## config.mk

```make
export PLATFORM = sky130hd
export DESIGN_NAME = biquad_notch_filter
export DESIGN_NICKNAME = d
export VERILOG_FILES = /design/src/rtl/bqn_pkg.sv /design/src/rtl/biquad_notch_filter.sv /design/src/rtl/bqn_div.sv /design/src/rtl/bqn_mac.sv
export SDC_FILE = /design/constraint.sdc
export NUM_CORES = 2
export LEC_CHECK = 0
export BUFFER_PORTS_ARGS = -buffer_cell sky130_fd_sc_hd__buf_2
export CAP_MARGIN = 40
export CORE_MARGIN = 4
export CORE_UTILIZATION = 45
export CTS_CLUSTER_DIAMETER = 150
export DETAILED_ROUTE_END_ITERATION = 8
export SLEW_MARGIN = 20
export SYNTH_ARGS = -nofsm -noshare
export SYNTH_HDL_FRONTEND = slang
export SYNTH_SLANG_ARGS = --single-unit
```

## constraint.sdc

```tcl
create_clock -name clk -period 11.3 [get_ports clk]
set_clock_uncertainty 0.2 [all_clocks]
set_input_delay 0.565 -clock clk [delete_from_list [all_inputs] [get_ports clk]]
set_output_delay 0.565 -clock clk [all_outputs]
set_load 0.05 [all_outputs]
```

## src/rtl/bqn_pkg.sv

```systemverilog
// Shared types, widths and constants of the biquad notch filter.
package bqn_pkg;

  localparam int SAMPLE_W = 16;
  localparam int COEF_W   = 20;
  localparam int DELAY_W  = 24;
  localparam int PROD_W   = DELAY_W + COEF_W;
  localparam int ACC_W    = 48;
  localparam int IDX_W    = 3;
  localparam int SUM_W    = COEF_W + 2;
  localparam int DEN_W    = COEF_W + 1;
  localparam int NUM_W    = SAMPLE_W + 20;

  // Register indexes on the configuration port.
  localparam logic [IDX_W-1:0] REG_B0 = 3'd0;
  localparam logic [IDX_W-1:0] REG_B1 = 3'd1;
  localparam logic [IDX_W-1:0] REG_B2 = 3'd2;
  localparam logic [IDX_W-1:0] REG_A1 = 3'd3;
  localparam logic [IDX_W-1:0] REG_A2 = 3'd4;

  localparam logic signed [COEF_W-1:0] COEF_ONE  = 20'sd65536;
  localparam logic signed [COEF_W-1:0] COEF_ZERO = 20'sd0;

  // Controls of the shared multiply-accumulate unit.
  typedef struct packed {
    logic clr;
    logic mul;
    logic add;
    logic sub;
  } mac_op_t;

  typedef enum logic [8:0] {
    S_IDLE = 9'b000000001,
    S_PRE  = 9'b000000010,
    S_DIV  = 9'b000000100,
    S_DFIN = 9'b000001000,
    S_MUL  = 9'b000010000,
    S_ADD  = 9'b000100000,
    S_WRND = 9'b001000000,
    S_YRND = 9'b010000000,
    S_DONE = 9'b100000000
  } state_t;

endpackage

```

## src/rtl/biquad_notch_filter.sv

```systemverilog
// Top level of the biquad notch filter: registers, sequencer and output stage.
//
// Usage: one input word (sample_in, func) is taken on the in channel when
// in_valid and in_ready are both high; one result word (sample_out, clipped)
// leaves on the out channel for each input. Coefficients are written on the
// cfg channel (cfg_index 0..4 for b0, b1, b2, a1, a2; cfg_ready is always
// high); writes to other indexes are dropped. The user must write them only
// while no sample is in flight; the block itself does not enforce this.
// One sample is processed at a time: in_ready is high only while idle.
// A filter step (func 0) runs five products through one shared 24x20
// multiplier, rounding w after the first two and y after the last three,
// then hands the result to the output register. With func 1 the delay
// preset first runs the serial divider, one quotient bit per cycle over 36
// bits; the divider is skipped when b0+b1+b2 is zero.
// The result sits in an output register; the next sample may be accepted
// while it waits, but a finished result is held in the sequencer until the
// output register is free, so a stalled receiver stops the block after one
// more sample. Reset clears the delay line, loads b0 = 1.0 and zeroes the
// other coefficients, and empties the output register.
module biquad_notch_filter (
  input  logic                                 clk,
  input  logic                                 rst,
  input  logic                                 in_valid,
  output logic                                 in_ready,
  input  logic signed [bqn_pkg::SAMPLE_W-1:0]  sample_in,
  input  logic                                 func,
  output logic                                 out_valid,
  input  logic                                 out_ready,
  output logic signed [bqn_pkg::SAMPLE_W-1:0]  sample_out,
  output logic                                 clipped,
  input  logic                                 cfg_valid,
  output logic                                 cfg_ready,
  input  logic [bqn_pkg::IDX_W-1:0]            cfg_index,
  input  logic [bqn_pkg::COEF_W-1:0]           cfg_data
);

  localparam int DW = bqn_pkg::DELAY_W;
  localparam int AW = bqn_pkg::ACC_W;
  localparam logic signed [AW-1:0] D_MAX = AW'(2 ** (DW - 1) - 1);
  localparam logic signed [AW-1:0] D_MIN = -AW'(2 ** (DW - 1));
  localparam logic signed [AW-1:0] Y_MAX = AW'(2 ** (bqn_pkg::SAMPLE_W - 1) - 1);
  localparam logic signed [AW-1:0] Y_MIN = -AW'(2 ** (bqn_pkg::SAMPLE_W - 1));

  bqn_pkg::state_t state;

  logic signed [bqn_pkg::COEF_W-1:0] coef_b0, coef_b1, coef_b2, coef_a1, coef_a2;
  logic signed [DW-1:0] delay_one, delay_two, w_val;
  logic signed [bqn_pkg::SAMPLE_W-1:0] x_val, y_val;
  logic [2:0] step;
  logic clip;
  logic quot_neg;
  logic out_load;

  // Preset divider operands.
  logic signed [bqn_pkg::SUM_W-1:0] csum;
  logic [bqn_pkg::SUM_W-1:0]        cabs;
  logic [bqn_pkg::SAMPLE_W-1:0]     xabs;
  logic [bqn_pkg::NUM_W-1:0]        div_num;
  logic                             div_start;
  logic                             div_done;
  logic [bqn_pkg::NUM_W-1:0]        quot;

  // Multiply-accumulate unit.
  bqn_pkg::mac_op_t mac_op;
  logic signed [AW-1:0]             mac_init;
  logic signed [DW-1:0]             mac_a;
  logic signed [bqn_pkg::COEF_W-1:0] mac_b;
  logic signed [AW-1:0]             acc;
  logic signed [AW-1:0]             w_full, y_full;

  assign cfg_ready = 1'b1;
  assign in_ready  = (state == bqn_pkg::S_IDLE);

  always_ff @(posedge clk) begin
    if (rst) begin
      coef_b0 <= bqn_pkg::COEF_ONE;
      coef_b1 <= bqn_pkg::COEF_ZERO;
      coef_b2 <= bqn_pkg::COEF_ZERO;
      coef_a1 <= bqn_pkg::COEF_ZERO;
      coef_a2 <= bqn_pkg::COEF_ZERO;
    end else if (cfg_valid && cfg_ready) begin
      unique case (cfg_index)
        bqn_pkg::REG_B0: coef_b0 <= cfg_data;
        bqn_pkg::REG_B1: coef_b1 <= cfg_data;
        bqn_pkg::REG_B2: coef_b2 <= cfg_data;
        bqn_pkg::REG_A1: coef_a1 <= cfg_data;
        bqn_pkg::REG_A2: coef_a2 <= cfg_data;
        default: ;
      endcase
    end
  end

  assign csum = {{2{coef_b0[bqn_pkg::COEF_W-1]}}, coef_b0}
              + {{2{coef_b1[bqn_pkg::COEF_W-1]}}, coef_b1}
              + {{2{coef_b2[bqn_pkg::COEF_W-1]}}, coef_b2};
  assign cabs = csum[bqn_pkg::SUM_W-1] ? bqn_pkg::SUM_W'(-csum) : bqn_pkg::SUM_W'(csum);
  assign xabs = x_val[bqn_pkg::SAMPLE_W-1] ? bqn_pkg::SAMPLE_W'(-x_val)
                                            : bqn_pkg::SAMPLE_W'(x_val);
  // Adding half the divisor rounds the truncating division to nearest.
  assign div_num = {xabs, 20'b0} + bqn_pkg::NUM_W'(cabs[bqn_pkg::SUM_W-1:1]);
  assign div_start = (state == bqn_pkg::S_PRE) && (csum != '0);

  bqn_div u_div (
    .clk   (clk),
    .rst   (rst),
    .start (div_start),
    .num   (div_num),
    .den   (cabs[bqn_pkg::DEN_W-1:0]),
    .done  (div_done),
    .quot  (quot)
  );

  always_comb begin
    unique case (step)
      3'd0:    begin mac_a = delay_one; mac_b = coef_a1; end
      3'd1:    begin mac_a = delay_two; mac_b = coef_a2; end
      3'd2:    begin mac_a = w_val;     mac_b = coef_b0; end
      3'd3:    begin mac_a = delay_one; mac_b = coef_b1; end
      default: begin mac_a = delay_two; mac_b = coef_b2; end
    endcase
  end

  // The accumulator starts from x in Q.20 for w and from zero for y.
  assign mac_init = (step == 3'd0) ? {{(AW - bqn_pkg::SAMPLE_W){x_val[bqn_pkg::SAMPLE_W-1]}},
                                       x_val} <<< 20
                                   : '0;
  assign mac_op.clr = (state == bqn_pkg::S_MUL) && (step == 3'd0 || step == 3'd2);
  assign mac_op.mul = (state == bqn_pkg::S_MUL);
  assign mac_op.add = (state == bqn_pkg::S_ADD);
  assign mac_op.sub = (step == 3'd0 || step == 3'd1);

  bqn_mac u_mac (
    .clk  (clk),
    .op   (mac_op),
    .init (mac_init),
    .opa  (mac_a),
    .opb  (mac_b),
    .acc  (acc)
  );

  assign w_full = (acc + AW'(2 ** 15)) >>> 16;
  assign y_full = (acc + AW'(2 ** 19)) >>> 20;

  assign out_load = (state == bqn_pkg::S_DONE) && (!out_valid || out_ready);

  always_ff @(posedge clk) begin
    if (rst) begin
      out_valid <= 1'b0;
    end else if (out_load) begin
      out_valid <= 1'b1;
    end else if (out_ready) begin
      out_valid <= 1'b0;
    end
  end

  always_ff @(posedge clk) begin
    if (rst) begin
      state     <= bqn_pkg::S_IDLE;
      delay_one <= '0;
      delay_two <= '0;
    end else begin
      unique case (state)
        bqn_pkg::S_IDLE: begin
          if (in_valid) begin
            x_val <= sample_in;
            clip  <= 1'b0;
            step  <= 3'd0;
            state <= func ? bqn_pkg::S_PRE : bqn_pkg::S_MUL;
          end
        end
        bqn_pkg::S_PRE: begin
          quot_neg <= x_val[bqn_pkg::SAMPLE_W-1] ^ csum[bqn_pkg::SUM_W-1];
          if (csum == '0) begin
            delay_one <= DW'(x_val) <<< 4;
            delay_two <= DW'(x_val) <<< 4;
            state     <= bqn_pkg::S_MUL;
          end else begin
            state <= bqn_pkg::S_DIV;
          end
        end
        bqn_pkg::S_DIV: begin
          if (div_done) begin
            state <= bqn_pkg::S_DFIN;
          end
        end
        bqn_pkg::S_DFIN: begin
          if (!quot_neg && quot[bqn_pkg::NUM_W-1:DW-1] != '0) begin
            delay_one <= DW'(D_MAX);
            delay_two <= DW'(D_MAX);
            clip      <= 1'b1;
          end else if (quot_neg && quot > bqn_pkg::NUM_W'(2 ** (DW - 1))) begin
            delay_one <= DW'(D_MIN);
            delay_two <= DW'(D_MIN);
            clip      <= 1'b1;
          end else if (quot_neg) begin
            delay_one <= DW'(0) - quot[DW-1:0];
            delay_two <= DW'(0) - quot[DW-1:0];
          end else begin
            delay_one <= quot[DW-1:0];
            delay_two <= quot[DW-1:0];
          end
          state <= bqn_pkg::S_MUL;
        end
        bqn_pkg::S_MUL: begin
          state <= bqn_pkg::S_ADD;
        end
        bqn_pkg::S_ADD: begin
          if (step == 3'd1) begin
            state <= bqn_pkg::S_WRND;
          end else if (step == 3'd4) begin
            state <= bqn_pkg::S_YRND;
          end else begin
            step  <= step + 3'd1;
            state <= bqn_pkg::S_MUL;
          end
        end
        bqn_pkg::S_WRND: begin
          if (w_full > D_MAX) begin
            w_val <= DW'(D_MAX);
            clip  <= 1'b1;
          end else if (w_full < D_MIN) begin
            w_val <= DW'(D_MIN);
            clip  <= 1'b1;
          end else begin
            w_val <= w_full[DW-1:0];
          end
          step  <= 3'd2;
          state <= bqn_pkg::S_MUL;
        end
        bqn_pkg::S_YRND: begin
          if (y_full > Y_MAX) begin
            y_val <= bqn_pkg::SAMPLE_W'(Y_MAX);
            clip  <= 1'b1;
          end else if (y_full < Y_MIN) begin
            y_val <= bqn_pkg::SAMPLE_W'(Y_MIN);
            clip  <= 1'b1;
          end else begin
            y_val <= y_full[bqn_pkg::SAMPLE_W-1:0];
          end
          delay_two <= delay_one;
          delay_one <= w_val;
          state     <= bqn_pkg::S_DONE;
        end
        bqn_pkg::S_DONE: begin
          // Hand the word to the output register once it is free.
          if (out_load) begin
            sample_out <= y_val;
            clipped    <= clip;
            state      <= bqn_pkg::S_IDLE;
          end
        end
        default: state <= bqn_pkg::S_IDLE;
      endcase
    end
  end

endmodule

```

## src/rtl/bqn_div.sv

```systemverilog
// Restoring unsigned divider, one quotient bit per cycle, for the delay preset.
module bqn_div (
  input  logic                      clk,
  input  logic                      rst,
  input  logic                      start,
  input  logic [bqn_pkg::NUM_W-1:0] num,
  input  logic [bqn_pkg::DEN_W-1:0] den,
  output logic                      done,
  output logic [bqn_pkg::NUM_W-1:0] quot
);

  localparam int STEPS = bqn_pkg::NUM_W;
  localparam int CNT_W = $clog2(STEPS);

  logic                      run;
  logic [CNT_W-1:0]          cnt;
  logic [bqn_pkg::DEN_W-1:0] rem;
  logic [bqn_pkg::DEN_W+1:0] diff;

  // The quotient register also shifts out the numerator, one bit per step.
  assign diff = {1'b0, rem, quot[STEPS-1]} - {2'b00, den};

  always_ff @(posedge clk) begin
    if (rst) begin
      run  <= 1'b0;
      done <= 1'b0;
      cnt  <= '0;
    end else begin
      done <= 1'b0;
      if (start) begin
        run <= 1'b1;
        cnt <= '0;
      end else if (run) begin
        cnt <= cnt + 1'b1;
        if (cnt == CNT_W'(STEPS - 1)) begin
          run  <= 1'b0;
          done <= 1'b1;
        end
      end
    end
  end

  always_ff @(posedge clk) begin
    if (start) begin
      rem  <= '0;
      quot <= num;
    end else if (run) begin
      if (diff[bqn_pkg::DEN_W+1]) begin
        rem  <= {rem[bqn_pkg::DEN_W-2:0], quot[STEPS-1]};
        quot <= {quot[STEPS-2:0], 1'b0};
      end else begin
        rem  <= diff[bqn_pkg::DEN_W-1:0];
        quot <= {quot[STEPS-2:0], 1'b1};
      end
    end
  end

endmodule

```

## src/rtl/bqn_mac.sv

```systemverilog
// Shared multiplier with a registered product and a wide accumulator.
module bqn_mac (
  input  logic                              clk,
  input  bqn_pkg::mac_op_t                  op,
  input  logic signed [bqn_pkg::ACC_W-1:0]  init,
  input  logic signed [bqn_pkg::DELAY_W-1:0] opa,
  input  logic signed [bqn_pkg::COEF_W-1:0] opb,
  output logic signed [bqn_pkg::ACC_W-1:0]  acc
);

  logic signed [bqn_pkg::PROD_W-1:0] prod;
  logic signed [bqn_pkg::ACC_W-1:0]  prod_ext;

  assign prod_ext = {{(bqn_pkg::ACC_W - bqn_pkg::PROD_W){prod[bqn_pkg::PROD_W-1]}}, prod};

  always_ff @(posedge clk) begin
    if (op.mul) begin
      prod <= opa * opb;
    end
    if (op.clr) begin
      acc <= init;
    end else if (op.add) begin
      if (op.sub) begin
        acc <= acc - prod_ext;
      end else begin
        acc <= acc + prod_ext;
      end
    end
  end

endmodule

```

* Yosys cells after proc, flatten, opt, wreduce, memory -nomap -nowiden
Index checks and enable logic that the tools add are counted.
** Storage, ports and cells
- Word-level logic and storage cells :: 158
- Register bits after elaboration :: 393
- Output and inout port bits :: 20
** Operators by class
- Order comparisons :: 5
- Add/subtract/negate cells :: 13
- Muxes and demuxes :: 46
- Reductions and logical operators :: 39
- Bitwise operators :: 3
- Equality and inequality tests :: 27
- $mul :: 1
** Operators by type and width (count)
- 48-bit two-way mux :: 4
- 24-bit case mux with 3 select lines :: 2
- 24-bit two-way mux :: 5
- 20-bit case mux with 4 select lines :: 1
- 36-bit two-way mux :: 2
- 9-bit case mux with 8 select lines :: 1
- 48-bit by 17-bit adder with 48-bit output, second input constant :: 1
- 48-bit by 21-bit adder with 48-bit output, second input constant :: 1
- 48-bit by 44-bit adder with 48-bit output :: 1
- 24-bit case mux with 2 select lines :: 1
- 48-bit by 44-bit subtractor with 48-bit output :: 1
- 24-bit by 20-bit multiplier with 44-bit output :: 1
- 36-bit by 21-bit adder with 36-bit output :: 1
- 36-bit by 24-bit greater-than comparator with 1-bit output, second input constant :: 1
- 32-bit by 24-bit greater-than comparator with 1-bit output, second input constant :: 1
- 32-bit by 24-bit < comparator with 1-bit output, second input constant :: 1
- 16-bit two-way mux :: 2
- 28-bit by 16-bit greater-than comparator with 1-bit output, second input constant :: 1
- 28-bit by 16-bit < comparator with 1-bit output, second input constant :: 1
- 9-bit two-way mux :: 3
- 1-bit by 24-bit subtractor with 24-bit output, first input constant :: 1
- 22-bit by 21-bit subtractor with 23-bit output :: 1
- 21-bit by 20-bit adder with 22-bit output :: 1
- 22-bit logical NOT :: 1
- 46 further kinds :: 98

* Logic depth before layout (Yosys ltp)
- Depth after elaboration :: 8
- Gate-level depth with buffers :: 35
- Depth with buffers taken out :: 33

* By module
From an unflattened synthesis, not the netlist that was laid out.
** Unflattened totals
- Cells, all modules :: 4888
- Area total of the unflattened synthesis :: 43042.5 sq um
** Modules (own cells, without submodules)
- bqn_mac :: cells each 2692, area an instance 24444.7 sq um, instances 1
- biquad_notch_filter :: cells each 1792, area an instance 14493.9 sq um, instances 1
- bqn_div :: cells each 404, area an instance 4103.9 sq um, instances 1

* Worst setup path before layout
No wires, ideal clock.
- Kind :: register to register
- From :: register step[2]
- To :: register u_mac.prod[42] (netlist bit) (data pin)
- Arrival :: 8.834 ns
- Path buffers :: 4
- Slack :: 2.009 ns
- Cell stages (with the launch flop) :: 33
- Setup time :: 0.258 ns
- Path through :: edfxtp_1 -> clkinv_1 -> clkbuf_1 -> ha_1 -> nand2b_1 -> clkbuf_1 -> clkbuf_1 -> clkbuf_1 -> a221oi_1 -> nor2_1 -> fa_1 -> inv_1 -> fa_1 -> fa_1 -> inv_1 -> fa_1 -> fa_1 -> fa_1 -> inv_1 -> fa_1 -> inv_1 -> ha_1 -> a21o_1 -> a21oi_1 -> o21bai_1 -> a2111o_1 -> a21oi_1 -> a41o_1 -> o22ai_1 -> or3_1 -> a41o_1 -> a21oi_1 -> xnor2_1
** On the way
- Cells in the longest elaborated chain, start to end :: 4
- Elaborated cells on any way between the ends :: 8
- Classes of those cells :: 1 x mul; 3 x eq/ne; 2 x mux; 2 x reduce/logical
** Ends and longest elaborated chain
- from (decl) :: RTL line biquad_notch_filter.sv:49 : logic [2:0] step;
- from (signal assigned) :: RTL line biquad_notch_filter.sv:213 : step <= step + 3'd1;
- 3-bit by 2-bit equality test with 1-bit output / 3-bit logical NOT (equally long branches) :: RTL line biquad_notch_filter.sv:114 : unique case (step)
- 2-bit OR reduction (no source line)
- 24-bit case mux with 2 select lines :: RTL line biquad_notch_filter.sv:114
- 24-bit by 20-bit multiplier with 44-bit output (*) :: RTL line bqn_mac.sv:18 : prod <= opa * opb;
- to (signal assigned) :: RTL line bqn_mac.sv:18
- to (decl) :: RTL line bqn_mac.sv:11 : logic signed [bqn_pkg::PROD_W-1:0] prod;
Mark *: on every way between the ends. The rest lies on a longest branch, timed or not.
A chain may end at the register's enable or synchronous reset.

* Worst setup path in the final report
- From :: register step[1]
- To :: register u_mac.prod[42] (netlist bit) (data pin)
The elaborated chain is that of the path after synthesis.

==> run summary <==
The tree is rooted in a clkbuf_16. The area of the die is between 90,000 and 100,000 um2. The initial core utilization came out at between 40% and 50%.

The net count after synthesis is about 5.5k. In this run the cell area of the synthesized design comes to about 42,000 um2. The post-synthesis cell count is ~4.8k.

The worst-case vdd ir drop is 0.000119 V. The post-layout instance count excluding filler cells is between 6k and 7k. The average wire length per cell after detail routing came out at between 20 and 25 um. The post-CTS resize count came out at 0. The unique cell type count in the Yosys netlist is between 80 and 90. Of the available clock period, the critical path in the final layout requires approximately 88%. Sequential cells burn approximately 23% of the power. Sequential elements use between 20% and 30% of the synthesized area.

The residual DRC count came out at 0. The number of buffers inserted during clock tree synthesis is 42. Fill cells in the final layout number 8,803. In this run the power spent charging and discharging nets is roughly 3.7 mW. The number of iterations in the first detailed-routing pass is 5. The predominant post-synthesis flop cell is edfxtp_1.

Clock-pin slew was measured on the worst setup and hold paths at around 0.060 ns. From bottom edge to top edge, the die measures roughly 310 um. The count of nets left with antenna violations once routing finished came out at 0. The cell leakage power came out at 19.6 nW. The number of buffer cells added on primary ports came out at 63. The number of rows in the core area is roughly 110. For the final routed database, the setup TNS stands at 0 ns. TritonCTS built the clock tree.

In this run the power density over the cells is around 180 nW/um2. The vias after detailed routing is ~34k. The max capacitance violation total is 0.

The run finished with clean final reports. The startpoint kind of the worst setup timing path is a flip-flop. The smallest clock period supported by the final layout is computed as 9.94 ns. At the placement stage, the worst setup path has a slack of 1.42 ns.

The worst slew slack as a fraction of its limit is roughly 40%. The layout overhead on the synthesized area came out at 8.42%. The total count of hold-check failures in the final report came out at 0. Routability-driven placement finished with a final weighted congestion of approximately 0.93. In the synthesized netlist the async set-or-reset flop fraction comes to 0%. The insertion delay of the later-clocked pin in the worst-skew pair is just under 0.6 ns. The highest clock rate came out at a little over 0.1 GHz. The maximum cell stage delay along the critical path is approximately 0.57 ns. In this design, the critical path's most frequently occurring cell is fa_1. The warning count from the yosys run came out at 0. Measured on the finished design, the core utilization comes to ~49%. The global route total overflow is 0. Combinational logic burns between 50 and 60% of the power. The post-synthesis area per instance came out at ~8.7 um2. The total area inside the core boundary comes to 91,800 um2. The post-layout net count is approximately 5.5k. Counting every sink on the clock net gives between 300 and 400.

Entering global routing, the biggest net connects 74 pins. The number of vias per cell after detailed routing came out at roughly 5.7. Setup repair after global routing left no endpoint under its margin. The number of levels in the clock H-tree came out at 2. The tightest min-delay check is of the input port to flip-flop type. The fraction of power consumed by the clock network is between 10% and 20%.

The worst setup slack after layout came out at roughly 1.4 ns. Setup violations remaining at the end of the flow were counted as 0. The synthesized design contains ~210 enable-type register cells. The switching fraction of total power came out at roughly 46%.

The die is around 310 um wide. The worst-margin pin slew came out at 0.886 ns. Broken down by cell family, the worst path's largest delay share belongs to adder cells. Summed over all layers, the routed wires come to around 130 mm.

Together, buffers and inverters on the worst path number 5. The critical path is of the flip-flop to flip-flop type. The count of state elements after synthesis is roughly 390. STA puts the critical path data arrival time at 10.06 ns.

The iteration-0 DRC count of the detailed router is 2,895. The number of global-route vias before repair is 33.8k. The number of top-level design ports is 65. The number of antenna violations at the first check in global routing came out at 6. The number of max-slew violations in the final report is 0. The internal power summed over all cells came out at approximately 4.4 mW. STA classifies the critical path endpoint as a flip-flop. For the worst setup path, the data required time is 11.42 ns. In this run the worst path has a maximum fanout of 29.

The HPWL after detailed placement is ~100 mm. On the critical path, the stage with the largest delay is an instance of fa_1. The number of placed instances with taps included is ~5.9k. The first global-routing pass estimated 199 mm of wire. The final hold slack is between 0.07 and 0.08 ns. The fraction of final layout cells with drive strength greater than 1 is between 6 and 7%. The buffer levels on the longest clock path came out at 3. The global router's overall resource usage is a little over a quarter.
==> cells by family after synthesis <==
| family | Yosys count | share of synthesized area, % |
|---|---|---|
| AND/OR/NAND/NOR | 1569 | 16.4 |
| XOR/XNOR | 269 | 5.66 |
| other | 1 | 0.00900 |
| AO/OA/AOI/OAI | 933 | 14.5 |
| buffers and inverters | 851 | 7.87 |
| adder cells (fa/ha/maj) | 732 | 31.3 |
| flip-flops | 393 | 23.8 |
| multiplexers | 20 | 0.487 |
==> power by group through the flow <==
stage / Combinational [mW] / Sequential (mW) / Clock [mW]
3_5_place_dp: 4.79 / 1.86 / 0
3_3_place_gp: 4.73 / 1.86 / 0
2_1_floorplan: 3.44 / 1.82 / 0
5_1_grt: 5.39 / 1.84 / 1.51
4_1_cts: 4.82 / 1.83 / 1.45
6_report: 4.84 / 1.84 / 1.42
==> flip-flops by register name (all words and copies together) (netlist names), 21 cells and up <==
name,cells
delay_one,24
delay_two,24
u_div.quot,36
u_div.rem,21
u_mac.acc,48
u_mac.prod,44
w_val,24
==> routing by layer <==
metal | share of wire, % | up-vias | global-route usage, % | wire, um
met5 | 0.011 | - | 0 | 14
met4 | 3.1 | 2 | 7.78 | 3970
met3 | 7.0 | 215 | 4.20 | 8890
met2 | 47 | 1186 | 42.4 | 59800
met1 | 43 | 17015 | 35.9 | 54900
li1 | - | 15757 | - | -
==> cell usage after synthesis (all sizes together) (10+ instances only) <==
cell / instances / area share [%]
a22oi: 46 / 0.83
o21ai: 197 / 2.4
xnor2: 160 / 3.4
and3: 32 / 0.48
mux2i: 18 / 0.43
inv: 629 / 5.7
a221oi: 34 / 0.72
clkbuf: 196 / 1.8
nor2b: 23 / 0.35
nand2b: 33 / 0.50
nand3: 76 / 0.91
xor2: 109 / 2.3
or2: 11 / 0.17
edfxtp: 206 / 15
fa: 515 / 25
buf: 25 / 0.38
a31oi: 20 / 0.30
a21oi: 285 / 3.4
nor3: 66 / 0.81
nor4: 18 / 0.27
and2: 53 / 0.80
o21bai: 19 / 0.35
nand4: 25 / 0.38
a221o: 23 / 0.55
a211oi: 63 / 1.1
or3: 25 / 0.39
o31ai: 19 / 0.34
o21a: 35 / 0.63
dfxtp: 187 / 9.0
a21o: 72 / 1.3
o22ai: 19 / 0.29
ha: 217 / 6.5
nand3b: 13 / 0.23
o221a: 11 / 0.30
o211ai: 10 / 0.18
nor2: 515 / 4.6
nand2: 649 / 5.9
==> cell type report <==
| type | instances | area, um2 | area share [%] |
|---|---|---|---|
| clock buffers | 60 | 1220 | 2.71 |
| well taps | 1243 | 1560 | 3.44 |
| repair buffers | 176 | 1350 | 3.00 |
| diodes | 3 | 7.51 | 0.0166 |
| inverters | 630 | 2360 | 5.24 |
| clock inverters | 15 | 155 | 0.344 |
| flip-flops and latches | 393 | 9930 | 22.0 |
| multi-input cells | 3524 | 28600 | 63.3 |
==> path summary, 6_finish.rpt <==
kind | start | endpoint | slack (ns) | cells past startpoint
setup / recovery | step[1]$_DFFE_PP_ | u_mac.prod[42]$_DFFE_PP_ | 1.36 | 30
hold / removal | cfg_data[3] | coef_b2[3]$_SDFFE_PP0P_ | 0.07 | 3
setup reg to reg | step[1]$_DFFE_PP_ | u_mac.prod[42]$_DFFE_PP_ | 1.36 | 30
hold reg to reg | clip$_DFFE_PP_ | clipped$_DFFE_PP_ | 0.22 | 0
==> worst register-to-register path: cells and delay by family (launching register included) <==
| kind | cells | cell delay, ns |
|---|---|---|
| AO/OA/AOI/OAI | 10 | 2.48 |
| XOR/XNOR | 1 | 0.08 |
| adder cells (fa/ha/maj) | 10 | 4.44 |
| buffers and inverters | 5 | 0.77 |
| flip-flops | 1 | 0.45 |
| AND/OR/NAND/NOR | 4 | 1.29 |
==> repair_timing <==
item                      in CTS  in global routing
hold endpoints to repair      16                  0
hold buffers                  16                  0
buffers inserted               0                  0
==> per-stage QoR <==
| step | total power [mW] | instance area (um2) |
|---|---|---|
| floorplan | 5.26 | 41600 |
| global route | 8.74 | 45200 |
| global placement | 6.60 | 43300 |
| finish | 8.10 | 45200 |
| detailed placement | 6.65 | 43500 |
| CTS | 8.10 | 45100 |
==> cell usage in the layout, fill, tap and decap left out, types with 16 or more instances in the layout <==
cell type and instances:
nand2_1 648, inv_1 628, fa_1 515, nor2_1 512
a21oi_1 282, ha_1 217, edfxtp_1 206, dfxtp_1 187
o21ai_0 180, xnor2_1 160, xor2_1 109, nand3_1 76
buf_4 75, a21o_1 68, nor3_1 65, buf_2 64
a211oi_1 63, and2_1 52, a22oi_1 46, clkbuf_16 45
o21a_1 35, nand2b_1 32, and3_1 32, a221oi_1 31
nand4_1 25, nor2b_1 23, a221o_1 23, or3_1 23
a31oi_1 20, o22ai_1 19, o31ai_1 19, o21bai_1 18
nor4_1 18, mux2i_1 18, dlygate4sd3_1 16
Note: power is estimated with default switching activity, not from simulation.
